`src/design/assert_macros.svh`:
```
// Assertion helpers for the RTL. Each macro expands to one labeled
// concurrent assertion clocked on clk and disabled while rst is high.
`ifndef ASSERT_MACROS_SVH
`define ASSERT_MACROS_SVH

// Same-cycle implication.
`define ASSERT_IMPL(label, ante, cons, msg) \
  label: assert property (@(posedge clk) disable iff (rst) (ante) |-> (cons)) \
    else $error(msg);

// Next-cycle implication.
`define ASSERT_NEXT(label, ante, cons, msg) \
  label: assert property (@(posedge clk) disable iff (rst) (ante) |=> (cons)) \
    else $error(msg);

`endif

```
`src/design/bcc_pkg.sv`:
```
// ----------------------------------------------------------------------------
// bcc_pkg
// Shared types and constants of the button click classifier: register
// indexes, reset values, click codes and the structs passed between modules.
// ----------------------------------------------------------------------------
`default_nettype none

package bcc_pkg;

  localparam int unsigned CfgW  = 16;
  localparam int unsigned TimeW = 32;

  // Register indexes on the configuration port
  localparam logic [1:0] REG_LONG_CLICK   = 2'd0;
  localparam logic [1:0] REG_DOUBLE_CLICK = 2'd1;
  localparam logic [1:0] REG_DEBOUNCE     = 2'd2;

  // Reset values of the registers
  localparam logic [CfgW-1:0] LONG_CLICK_RST   = 16'd500;
  localparam logic [CfgW-1:0] DOUBLE_CLICK_RST = 16'd350;
  localparam logic [CfgW-1:0] DEBOUNCE_RST     = 16'd10;

  // Click event codes
  localparam logic [1:0] EV_SHORT  = 2'd0;
  localparam logic [1:0] EV_DOUBLE = 2'd1;
  localparam logic [1:0] EV_LONG   = 2'd2;

  typedef struct packed {
    logic [CfgW-1:0] long_click_ms;
    logic [CfgW-1:0] double_click_ms;
    logic [CfgW-1:0] debounce_ms;
  } bcc_cfg_t;

  typedef struct packed {
    logic debounced_level;
    logic press_active;
    logic long_reported;
    logic short_pending;
  } bcc_status_t;

endpackage

`default_nettype wire

```
`src/design/button_click_classifier.sv`:
```
// ----------------------------------------------------------------------------
// button_click_classifier
// Debounces a polled push button and reports short, double and long clicks.
// ----------------------------------------------------------------------------
// Usage:
//   Input channel (in_valid/in_ready) carries one poll per transaction: the
//   raw level pin_high and the millisecond timestamp now_ms.
//   Output channel (out_valid/out_ready) carries click_event: 0 short click,
//   1 double click, 2 long click. A poll yields zero or one event.
//   Timing registers are written through cfg_we/cfg_index/cfg_data while the
//   block is idle, a rule for the user that the block does not enforce:
//   0 long click time, 1 double click window, 2 debounce time.
//   A poll in the input register is evaluated when it advances; its event
//   then enters the result register and is offered from there.
//   Throughput: one poll per cycle unless the result stalls; the input
//   register and the result register form a two-stage path. A stalled result
//   holds in the result register; polls keep flowing until the input register
//   is also full, then in_ready drops. Reset clears the click state, empties
//   both registers and restores the timing registers to 500, 350 and 10 ms.
// ----------------------------------------------------------------------------
`default_nettype none

`include "assert_macros.svh"

module button_click_classifier (
  input  wire logic                      clk,
  input  wire logic                      rst,
  input  wire logic                      cfg_we,
  input  wire logic [1:0]                cfg_index,
  input  wire logic [bcc_pkg::CfgW-1:0]  cfg_data,
  input  wire logic                      in_valid,
  output      logic                      in_ready,
  input  wire logic                      pin_high,
  input  wire logic [bcc_pkg::TimeW-1:0] now_ms,
  output      logic                      out_valid,
  input  wire logic                      out_ready,
  output      logic [1:0]                click_event
);

  bcc_pkg::bcc_cfg_t         cfg;
  bcc_pkg::bcc_status_t      status;
  logic                      stage_valid, stage_pin, advance;
  logic [bcc_pkg::TimeW-1:0] stage_now;
  logic                      ev_valid;
  logic [1:0]                ev_code;
  logic                      load;
  logic                      load_long, load_double, long_latched;

  assign advance = stage_valid && (!out_valid || out_ready);
  assign load    = advance && ev_valid;

  bcc_cfg_regs u_cfg (
    .clk       (clk),
    .rst       (rst),
    .cfg_we    (cfg_we),
    .cfg_index (cfg_index),
    .cfg_data  (cfg_data),
    .cfg       (cfg)
  );

  bcc_in_stage u_in (
    .clk         (clk),
    .rst         (rst),
    .in_valid    (in_valid),
    .in_ready    (in_ready),
    .pin_high    (pin_high),
    .now_ms      (now_ms),
    .advance     (advance),
    .stage_valid (stage_valid),
    .stage_pin   (stage_pin),
    .stage_now   (stage_now)
  );

  bcc_core u_core (
    .clk      (clk),
    .rst      (rst),
    .cfg      (cfg),
    .step     (advance),
    .pin      (stage_pin),
    .now      (stage_now),
    .ev_valid (ev_valid),
    .ev_code  (ev_code),
    .status   (status)
  );

  // result register
  always_ff @(posedge clk) begin
    if (rst) begin
      out_valid <= 1'b0;
    end else if (load) begin
      out_valid <= 1'b1;
    end else if (out_ready) begin
      out_valid <= 1'b0;
    end
  end

  always_ff @(posedge clk) begin
    if (load) begin
      click_event <= ev_code;
    end
  end

  assign load_long    = load && (ev_code == bcc_pkg::EV_LONG);
  assign load_double  = load && (ev_code == bcc_pkg::EV_DOUBLE);
  assign long_latched = status.long_reported && !status.short_pending;

  `ASSERT_NEXT(a_long_sets_flag, load_long, long_latched, "long click flag not set")
  `ASSERT_NEXT(a_double_clears, load_double, !status.short_pending, "short click left pending")
  `ASSERT_IMPL(a_long_in_press, status.long_reported, status.press_active, "stray long flag")
  `ASSERT_NEXT(a_event_shown, load, out_valid && click_event == $past(ev_code), "event lost")

endmodule

`default_nettype wire

```
`src/design/bcc_cfg_regs.sv`:
```
// ----------------------------------------------------------------------------
// bcc_cfg_regs
// Timing registers of the classifier, written through a plain write port.
// ----------------------------------------------------------------------------
`default_nettype none

module bcc_cfg_regs (
  input  wire logic                    clk,
  input  wire logic                    rst,
  input  wire logic                    cfg_we,
  input  wire logic [1:0]              cfg_index,
  input  wire logic [bcc_pkg::CfgW-1:0] cfg_data,
  output bcc_pkg::bcc_cfg_t            cfg
);

  always_ff @(posedge clk) begin
    if (rst) begin
      cfg.long_click_ms   <= bcc_pkg::LONG_CLICK_RST;
      cfg.double_click_ms <= bcc_pkg::DOUBLE_CLICK_RST;
      cfg.debounce_ms     <= bcc_pkg::DEBOUNCE_RST;
    end else if (cfg_we) begin
      unique case (cfg_index)
        bcc_pkg::REG_LONG_CLICK:   cfg.long_click_ms   <= cfg_data;
        bcc_pkg::REG_DOUBLE_CLICK: cfg.double_click_ms <= cfg_data;
        bcc_pkg::REG_DEBOUNCE:     cfg.debounce_ms     <= cfg_data;
        default: ;  // drop writes to unused indexes
      endcase
    end
  end

endmodule

`default_nettype wire

```
`src/design/bcc_in_stage.sv`:
```
// ----------------------------------------------------------------------------
// bcc_in_stage
// Input register: captures one poll per transaction and holds it until the
// classifier core consumes it.
// ----------------------------------------------------------------------------
`default_nettype none

module bcc_in_stage (
  input  wire logic                     clk,
  input  wire logic                     rst,
  input  wire logic                     in_valid,
  output      logic                     in_ready,
  input  wire logic                     pin_high,
  input  wire logic [bcc_pkg::TimeW-1:0] now_ms,
  input  wire logic                     advance,
  output      logic                     stage_valid,
  output      logic                     stage_pin,
  output      logic [bcc_pkg::TimeW-1:0] stage_now
);

  assign in_ready = !stage_valid || advance;

  always_ff @(posedge clk) begin
    if (rst) begin
      stage_valid <= 1'b0;
    end else if (in_ready) begin
      stage_valid <= in_valid;
    end
  end

  always_ff @(posedge clk) begin
    if (in_valid && in_ready) begin
      stage_pin <= pin_high;
      stage_now <= now_ms;
    end
  end

endmodule

`default_nettype wire

```
`src/design/bcc_core.sv`:
```
// ----------------------------------------------------------------------------
// bcc_core
// Debouncer, press tracker and pending short click timer. One poll is
// evaluated per step; the state updates at the same edge.
// ----------------------------------------------------------------------------
`default_nettype none

module bcc_core (
  input  wire logic                     clk,
  input  wire logic                     rst,
  input  wire bcc_pkg::bcc_cfg_t        cfg,
  input  wire logic                     step,
  input  wire logic                     pin,
  input  wire logic [bcc_pkg::TimeW-1:0] now,
  output      logic                     ev_valid,
  output      logic [1:0]               ev_code,
  output bcc_pkg::bcc_status_t          status
);

  localparam int unsigned PadW = bcc_pkg::TimeW - bcc_pkg::CfgW;

  logic                      debounced_level, debounced_level_next;
  logic                      settle_active, settle_active_next;
  logic [bcc_pkg::TimeW-1:0] settle_start, settle_start_next;
  logic                      press_active, press_active_next;
  logic [bcc_pkg::TimeW-1:0] press_start, press_start_next;
  logic                      long_reported, long_reported_next;
  logic                      short_pending, short_pending_next;
  logic [bcc_pkg::TimeW-1:0] short_time, short_time_next;

  logic [bcc_pkg::TimeW-1:0] settle_age, press_age, short_age;
  logic                      settle_done, long_reached, in_window, short_recorded;

  assign settle_age   = now - settle_start;
  assign press_age    = now - press_start;
  assign short_age    = now - short_time;
  assign settle_done  = settle_age > {{PadW{1'b0}}, cfg.debounce_ms};
  assign long_reached = press_age >= {{PadW{1'b0}}, cfg.long_click_ms};
  assign in_window    = short_age < {{PadW{1'b0}}, cfg.double_click_ms};

  always_comb begin
    debounced_level_next = debounced_level;
    settle_active_next   = settle_active;
    settle_start_next    = settle_start;
    press_active_next    = press_active;
    press_start_next     = press_start;
    long_reported_next   = long_reported;
    short_pending_next   = short_pending;
    short_time_next      = short_time;
    short_recorded       = 1'b0;
    ev_valid             = 1'b0;
    ev_code              = bcc_pkg::EV_SHORT;

    // debouncer: start the settle timer on a change, adopt raw once expired
    if (!settle_active) begin
      if (pin != debounced_level) begin
        settle_active_next = 1'b1;
        settle_start_next  = now;
      end
    end else if (settle_done) begin
      debounced_level_next = pin;
      settle_active_next   = 1'b0;
    end

    // press tracker
    if (!press_active) begin
      if (debounced_level_next) begin
        press_active_next = 1'b1;
        press_start_next  = now;
      end
    end else if (debounced_level_next) begin
      if (!long_reported && long_reached) begin
        ev_valid           = 1'b1;
        ev_code            = bcc_pkg::EV_LONG;
        short_pending_next = 1'b0;
        long_reported_next = 1'b1;
      end
    end else begin
      if (!long_reached) begin
        if (!short_pending) begin
          short_pending_next = 1'b1;
          short_time_next    = now;
          short_recorded     = 1'b1;
        end else if (in_window) begin
          ev_valid           = 1'b1;
          ev_code            = bcc_pkg::EV_DOUBLE;
          short_pending_next = 1'b0;
        end
      end
      press_active_next  = 1'b0;
      long_reported_next = 1'b0;
    end

    // report a pending short click once the window has run out; a click
    // recorded on this poll has age zero
    if (!debounced_level_next && short_pending_next &&
        (short_recorded ? (cfg.double_click_ms == '0) : !in_window)) begin
      ev_valid           = 1'b1;
      ev_code            = bcc_pkg::EV_SHORT;
      short_pending_next = 1'b0;
    end

    if (!step) begin
      ev_valid = 1'b0;
    end
  end

  always_ff @(posedge clk) begin
    if (rst) begin
      debounced_level <= 1'b0;
      settle_active   <= 1'b0;
      settle_start    <= '0;
      press_active    <= 1'b0;
      press_start     <= '0;
      long_reported   <= 1'b0;
      short_pending   <= 1'b0;
      short_time      <= '0;
    end else if (step) begin
      debounced_level <= debounced_level_next;
      settle_active   <= settle_active_next;
      settle_start    <= settle_start_next;
      press_active    <= press_active_next;
      press_start     <= press_start_next;
      long_reported   <= long_reported_next;
      short_pending   <= short_pending_next;
      short_time      <= short_time_next;
    end
  end

  assign status.debounced_level = debounced_level;
  assign status.press_active    = press_active;
  assign status.long_reported   = long_reported;
  assign status.short_pending   = short_pending;

endmodule

`default_nettype wire

```
`config.mk`:
```
export PLATFORM = sky130hd
export DESIGN_NAME = button_click_classifier
export DESIGN_NICKNAME = d
export VERILOG_FILES = /design/src/design/bcc_pkg.sv /design/src/design/button_click_classifier.sv /design/src/design/bcc_cfg_regs.sv /design/src/design/bcc_in_stage.sv /design/src/design/bcc_core.sv
export VERILOG_INCLUDE_DIRS = /design/src /design/src/design
export SDC_FILE = /design/constraint.sdc
export NUM_CORES = 1
export LEC_CHECK = 0
export ABC_AREA = 1
export BUFFER_PORTS_ARGS = -buffer_cell sky130_fd_sc_hd__buf_4
export CAP_MARGIN = 40
export CORE_MARGIN = 2
export CORE_UTILIZATION = 45
export DETAILED_ROUTE_END_ITERATION = 8
export HOLD_SLACK_MARGIN = 0.05
export PLACE_DENSITY = 0.67
export SLEW_MARGIN = 20
export SYNTH_ARGS = -nofsm -noshare
export SYNTH_HDL_FRONTEND = slang
export SYNTH_HIERARCHICAL = 1
export SYNTH_SLANG_ARGS = --single-unit
```
`constraint.sdc`:
```
create_clock -name clk -period 9.7 [get_ports clk]
set_input_delay 0.97 -clock clk [delete_from_list [all_inputs] [get_ports clk]]
set_output_delay 0.97 -clock clk [all_outputs]
set_load 0.005 [all_outputs]
```
==> out/qor.log, run 1 <==
INFO  setup_path     r2r_setup_slack=4410ps
INFO  grt            gr-usage-all-layers=25.4%
INFO  setup_path     path_depth_of_the_worst_reg2reg_path=25
INFO  yosys          netlist_area=15,500µm²
INFO  final_layout   layout.core_utilization=49.9%
INFO  clocking       cts_max_level=4
INFO  sta            timing.final.setup_violations=0
INFO  final_layout   layout_overhead_on_the_synthesized_area=8.85%
INFO  final_layout   fin_area=16,800µm²
INFO  drt            postRouteWirelength=45,200µm
INFO  setup_path     worst-path-buf-inv=3
INFO  flow_run       drv.max_cap_violation_count=0
INFO  sta            final.period_utilization=54.5%
INFO  drt            wire_length_per_cell=15.2µm
INFO  sta            fin_skew=11.5ps
INFO  setup_path     timing.critical_path.to=click_event[1]
INFO  setup_path     cp-startpoint=u_in/stage_now[1]
INFO  worst_hold_path hold_class=reg -> reg
INFO  clocking       clock_slew_seen_by_the_registers_of_the_worst_setup_and_hold_paths=70ps
INFO  setup_path     worstReg2RegEnd=click_event[1]
INFO  drt            routed_via_density=5.18
INFO  drt            initialDrtViolationCount=1,256
INFO  grt            grt-ovfl-total=0
INFO  setup_path     critical_path_depth=25
INFO  placement      placed_area=16,300µm²
INFO  sta            slew_headroom=50.7%
INFO  final_layout   final_net_count=2,707
INFO  setup_path     critical_path_required=9840ps
INFO  clocking       tritoncts.num_buffers=17
INFO  floorplanning  ioPinCount=60
INFO  grt            grt_start_max_net_pins=66
INFO  grt            grt_antenna_before_repair=0
INFO  clocking       tritoncts_clock_tree=built
INFO  power          cellLeakagePower=8.53nW
INFO  power          pwr_density_cell=134nW/µm²
INFO  sta            final_period_minus_worst_setup_slack=5290ps
INFO  sta            worst_slew_pin_slew=739ps
INFO  sta            final_max_slew_viol_count=0
INFO  drt            detail_route.first_pass.iterations=7
INFO  setup_path     critPathMostFrequentCell=nand3_1
INFO  yosys          avgSynthCellArea=6.24µm²
INFO  final_layout   seqCellArea=4050µm²
INFO  clocking       ctsLongestPathBuffers=2
INFO  yosys          yosys_warnings=6
INFO  sta            finalHoldViolCount=0
INFO  setup_path     critPathMaxFanout=36
INFO  placement      placement.setup.worst_slack=4590ps
INFO  clocking       clock_insertion_delay_worst_skew=450ps
INFO  clocking       cts_hold_repair.buffers=0
INFO  floorplanning  die_y=189µm
INFO  clocking       clock-root-buffer=clkbuf_16
INFO  floorplanning  die-area=35,900µm²
INFO  setup_path     regToRegStartpoint=u_in/stage_now[1]
INFO  final_layout   post_route_cells_drive_above_1_share=6.62%
INFO  sta            setup-tns-final=0ps
INFO  status         status=complete, no violations
INFO  yosys          post_synth_inst_count=2,477
INFO  final_layout   fillers=3,522
INFO  setup_path     path_delay_family=simple AND/OR/NAND/NOR gates
INFO  yosys          postSynthNetCount=2,676
INFO  floorplanning  die-width=189µm
INFO  final_layout   antennaDiodeCount=0
INFO  setup_path     critical_path_arrival=5430ps
INFO  clocking       cts.repair_timing.setup_buffer_count=0
INFO  clocking       post_cts_resize_count=0
INFO  sta            rsz_0062_raised_after_global_routing=no
INFO  final_layout   multiInputGateArea=9280µm²
INFO  floorplanning  core_area=33,700µm²
INFO  drt            detail-route-antenna-nets=0
INFO  clocking       cts.sink_count=185
INFO  floorplanning  std_cell_rows=67
INFO  placement      numPortBuffers=59
INFO  grt            first_pass_grt_wire_length=72,400µm
INFO  drt            num_vias=15,400
INFO  floorplanning  initial_core_util=45.9%
INFO  setup_path     worstSetupStartpointType=register
INFO  placement      dp_hpwl=36,700µm
INFO  power          vdd.ir_drop.worst=0.113mV
INFO  placement      gp_congestion=0.972
INFO  drt            detail_route.drc_violations=0
INFO  sta            max_freq=189MHz
INFO  grt            first_global_vias=14,500
INFO  setup_path     critPathSlowestCell=edfxtp_1
INFO  sta            fin_ws=4410ps
INFO  setup_path     timing.setup.critical_path_class=reg -> reg
INFO  setup_path     timing.critical_path.to_type=register
INFO  setup_path     timing.critical_path.slowest_cell_delay=630ps
per-stage QoR:
step | hold slack (ps) | power (W) | instances
2_1_floorplan | 429 | 0.00137 | 2477
6_report | 465 | 0.00225 | 2969
4_1_cts | 468 | 0.00226 | 2969
5_1_grt | 481 | 0.00239 | 2969
3_5_place_dp | 449 | 0.00156 | 2937
3_3_place_gp | 443 | 0.00155 | 2935
placed cells by master, fill, tap and decap left out, types with 3 or more instances in the layout:
cell type / instances
nand2_1: 729
inv_1: 473
nor2_1: 298
dfxtp_1: 150
ha_1: 140
nand3_1: 133
a21oi_1: 112
buf_4: 63
a211oi_1: 55
nor3_1: 42
xor2_1: 41
edfxtp_1: 35
nor4_1: 35
o21ai_0: 31
nand4_1: 23
clkbuf_16: 18
inv_2: 13
nand2_2: 12
nor2_2: 12
a211oi_2: 12
nand3b_1: 10
o21bai_1: 9
nand3_2: 8
xnor2_1: 6
clkinv_1: 5
o21ai_1: 4
o21a_1: 4
and3_1: 4
inv_6: 3
inv_8: 3
nor2_4: 3
a21o_1: 3
a21oi_2: 3
a31oi_1: 3
and2_1: 3
fa_1: 3
power breakdown:
part           switching (W)  total (W)  internal (W)
logic               0.000455   0.000706      0.000251
registers          0.0000347   0.000854      0.000819
clock network       0.000333   0.000692      0.000359
worst reg2reg max path: stages, from the launching register on:
cell and delay, ps:
edfxtp_1 630, inv_1 230, fa_1 510, inv_1 130
nand3_1 80, nand3_1 150, nand3_1 110, nand3_1 210
xor2_1 140, ha_1 290, nand4_1 120, nor2_1 190
nand2_1 70, nand2_1 60, nand2_1 90, nand3_1 150
nor2_1 80, nand2_1 80, nor2_2 50, nand2_4 90
nand4_4 450, o21ai_0 490, nand3_1 150, a21oi_1 140
inv_1 90, nor3_2 230
worst min path at each step:
| stage | start | end | slack, ps | cells past startpoint |
|---|---|---|---|---|
| 2_1_floorplan | u_cfg/cfg[1] | u_cfg/cfg[1] | 430 | 2 |
| 4_1_cts | u_cfg/cfg[39] | u_cfg/cfg[39] | 470 | 2 |
| 3_5_place_dp | u_cfg/cfg[39] | u_cfg/cfg[39] | 450 | 2 |
| 6_report | u_cfg/cfg[39] | u_cfg/cfg[39] | 460 | 2 |
| 5_1_grt | u_core/press_start[18] | u_core/press_start[18] | 480 | 2 |
| 3_3_place_gp | u_cfg/cfg[39] | u_cfg/cfg[39] | 440 | 2 |
sequential cells by signal, summed over array words and instances (netlist names):
name,cells
u_core/short_time,32
u_in/stage_valid,1
u_core/settle_active,1
u_core/short_pending,1
u_core/press_start,32
u_core/debounced_level,1
click_event,2
u_in/stage_now,32
out_valid,1
u_cfg/cfg,48
u_in/stage_pin,1
u_core/settle_start,32
u_core/long_reported,1
layout make-up:
class,instances,area share [%]
Tap cell,448,3.33
Multi-Input combinational cell,1748,55.1
Timing Repair Buffer,65,3.14
Sequential cell,185,24.1
Inverter,491,10.9
Clock inverter,12,0.610
Clock buffer,20,2.78
layer usage:
metal	global-route usage [%]	vias to the layer above	part of all wire (%)
met5	0	-	0
met4	9.81	0	3.5
met3	2.84	101	4.3
met2	44.3	397	48
met1	32.0	7027	44
li1	-	7854	-
No activity file was read; power rests on OpenSTA's default activity.
==> inputs of run 2 (changes only) <==
Clock period 9.7 ns to 5.27 ns, I/O delays scaled along.
==> out/qor.log, run 2 (synthesis results as in run 1) <==
INFO  setup_path     critical_path_arrival=5050ps [was 5430 ps]
INFO  drt            detail-route-antenna-nets=0 [unchanged]
INFO  sta            setup-tns-final=0ps [unchanged]
INFO  clocking       clock-root-buffer=clkbuf_16 [unchanged]
INFO  floorplanning  die-area=35,900µm² [unchanged]
INFO  grt            gr-usage-all-layers=25.8% [was 25.4%]
INFO  grt            grt_antenna_before_repair=0 [unchanged]
INFO  final_layout   post_route_cells_drive_above_1_share=7.03% [was 6.62%]
INFO  sta            max_freq=210MHz [was 189 MHz]
INFO  drt            initialDrtViolationCount=1,159 [was 1,256]
INFO  clocking       tritoncts.num_buffers=17 [unchanged]
INFO  final_layout   layout.core_utilization=50.2% [was 49.9%]
INFO  sta            final_period_minus_worst_setup_slack=4750ps [was 5290 ps]
INFO  final_layout   regMostFlops=u_cfg/cfg [unchanged]
INFO  drt            detail_route.drc_violations=0 [unchanged]
INFO  power          vdd.ir_drop.worst=0.165mV [was 0.113 mV]
INFO  flow_run       drv.max_cap_violation_count=0 [unchanged]
INFO  setup_path     timing.setup.critical_path_class=reg -> reg [unchanged]
INFO  final_layout   mostFrequentLayoutCells=729 x nand2_1, 473 x inv_1, 298 x nor2_1 [unchanged]
INFO  clocking       tritoncts_clock_tree=built [unchanged]
INFO  floorplanning  initial_core_util=45.9% [unchanged]
INFO  setup_path     timing.critical_path.to_type=register [unchanged]
INFO  floorplanning  ioPinCount=60 [unchanged]
INFO  final_layout   final_net_count=2,717 [was 2,707]
INFO  final_layout   layout_overhead_on_the_synthesized_area=9.47% [was 8.85%]
INFO  clocking       cts.sink_count=185 [unchanged]
INFO  setup_path     worstSetupStartpointType=register [unchanged]
INFO  sta            final.period_utilization=90.2% [was 54.5%]
INFO  setup_path     critPathMaxFanout=62 [was 36]
INFO  drt            detail_route.first_pass.iterations=6 [was 7]
INFO  sta            fin_ws=515ps [was 4410 ps]
INFO  setup_path     r2r_setup_slack=520ps [was 4410 ps]
INFO  clocking       cts_hold_repair.buffers=0 [unchanged]
INFO  grt            first_global_vias=14,800 [was 14,500]
INFO  sta            slew_headroom=49.3% [was 50.7%]
INFO  clocking       clock_slew_seen_by_the_registers_of_the_worst_setup_and_hold_paths=80ps [was 70 ps]
INFO  setup_path     critical_path_required=5560ps [was 9840 ps]
INFO  drt            postRouteWirelength=46,000µm [was 45,200 µm]
INFO  power          pwr_density_cell=248nW/µm² [was 134 nW/µm²]
INFO  clocking       post_cts_resize_count=0 [unchanged]
INFO  sta            timing.final.setup_violations=0 [unchanged]
INFO  sta            rsz_0062_raised_after_global_routing=no [unchanged]
INFO  grt            grt-ovfl-total=0 [unchanged]
INFO  clocking       clock_insertion_delay_worst_skew=450ps [about the same]
INFO  floorplanning  std_cell_rows=67 [unchanged]
INFO  status         status=complete, no violations [unchanged]
INFO  power          cellLeakagePower=8.59nW [was 8.53 nW]
INFO  drt            routed_via_density=5.20 [was 5.18]
INFO  final_layout   layout.cells.most_common=nand2_1 [unchanged]
INFO  clocking       ctsLongestPathBuffers=2 [unchanged]
INFO  placement      numPortBuffers=59 [unchanged]
INFO  worst_hold_path hold_class=in -> reg [was reg -> reg]
INFO  final_layout   largest_register_ffs=48 [unchanged]
INFO  floorplanning  die-width=189µm [unchanged]
INFO  final_layout   antennaDiodeCount=0 [unchanged]
INFO  placement      gp_congestion=0.969 [was 0.972]
INFO  sta            final_max_slew_viol_count=0 [unchanged]
INFO  sta            worst_slew_pin_slew=761ps [was 739 ps]
INFO  clocking       cts.repair_timing.setup_buffer_count=0 [unchanged]
INFO  placement      placement.setup.worst_slack=550ps [was 4590 ps]
INFO  floorplanning  core_area=33,700µm² [unchanged]
INFO  grt            first_pass_grt_wire_length=73,000µm [was 72,400 µm]
INFO  sta            finalHoldViolCount=0 [unchanged]
INFO  placement      dp_hpwl=36,900µm [was 36,700 µm]
INFO  drt            num_vias=15,500 [was 15,400]
INFO  floorplanning  die_y=189µm [unchanged]
INFO  power          power=0.00420W [was 0.00225 W]
INFO  clocking       cts_max_level=4 [unchanged]
INFO  sta            hold_ws=248ps [was 465 ps]
INFO  sta            fin_skew=12.6ps [was 11.5 ps]
INFO  grt            grt_start_max_net_pins=66 [unchanged]
INFO  drt            wire_length_per_cell=15.5µm [was 15.2 µm]
## run 2: changes by cell type in the layout (fill, tap and decap cells not counted), sizes merged
cell / change
buf: +10
clkinv: +2
clkbuf: -2
## run 2: final cells by class
type / count / area (µm²)
clock buffers: 18 / 450
clock inverters: 14 / 153
fillers: 3473 / 16800
inverters: 491 / 1840
multi-input cells: 1748 / 9280
flip-flops and latches: 185 / 4050
well taps: 448 / 561
repair buffers: 75 / 591
## run 2: path summary, 6_finish.rpt
| kind | from | depth (start not counted) | end |
|---|---|---|---|
| min | now_ms[16] | 1 | u_in/stage_now[16] |
| max reg2reg | u_in/stage_now[1] | 25 | u_core/press_start[5] |
| max | u_in/stage_now[1] | 25 | u_core/press_start[5] |
| min reg2reg | u_cfg/cfg[37] | 2 | u_cfg/cfg[37] |
## run 2: routing by layer
metal | part of all wire [%] | vias up | GRT usage, %
met5 | 0 | - | 0
met4 | 3.9 | 0 | 11.6
met3 | 4.4 | 105 | 2.76
met2 | 47 | 459 | 45.1
met1 | 44 | 7060 | 31.9
li1 | - | 7865 | -
## run 2: per-stage QoR
| stage | instance area [µm²] | std cells |
|---|---|---|
| floorplan | 15500 | 2477 |
| global placement | 16300 | 2945 |
| detailed placement | 16300 | 2947 |
| CTS | 16900 | 2979 |
| global route | 16900 | 2979 |
| finish | 16900 | 2979 |
## run 2: power by group
group / internal (W) / total [W] / leakage [nW] / switching [W]
registers: 0.00151 / 0.00156 / 1.56 / 0.0000567
logic: 0.000465 / 0.00132 / 6.73 / 0.000856
clock network: 0.000663 / 0.00132 / 0.294 / 0.000653
## run 2: worst max-delay path: stages, from the launching register on
cell and delay [ps]:
edfxtp_1 580, inv_1 200, fa_1 490, inv_1 120, nand3_1 70, nand3_1 150
nand3_1 100, nand3_1 190, xor2_1 280, ha_1 290, nand4_1 110, a21oi_1 50
nor2_1 90, nand2_1 70, nand2_1 120, nand3_1 130, nor2_1 140, nand2_1 70
nor2_2 120, nand2_4 90, nand3_2 80, nand2_2 80, nor2_4 210, nand2_4 430
nor2_1 270, a211oi_2 50
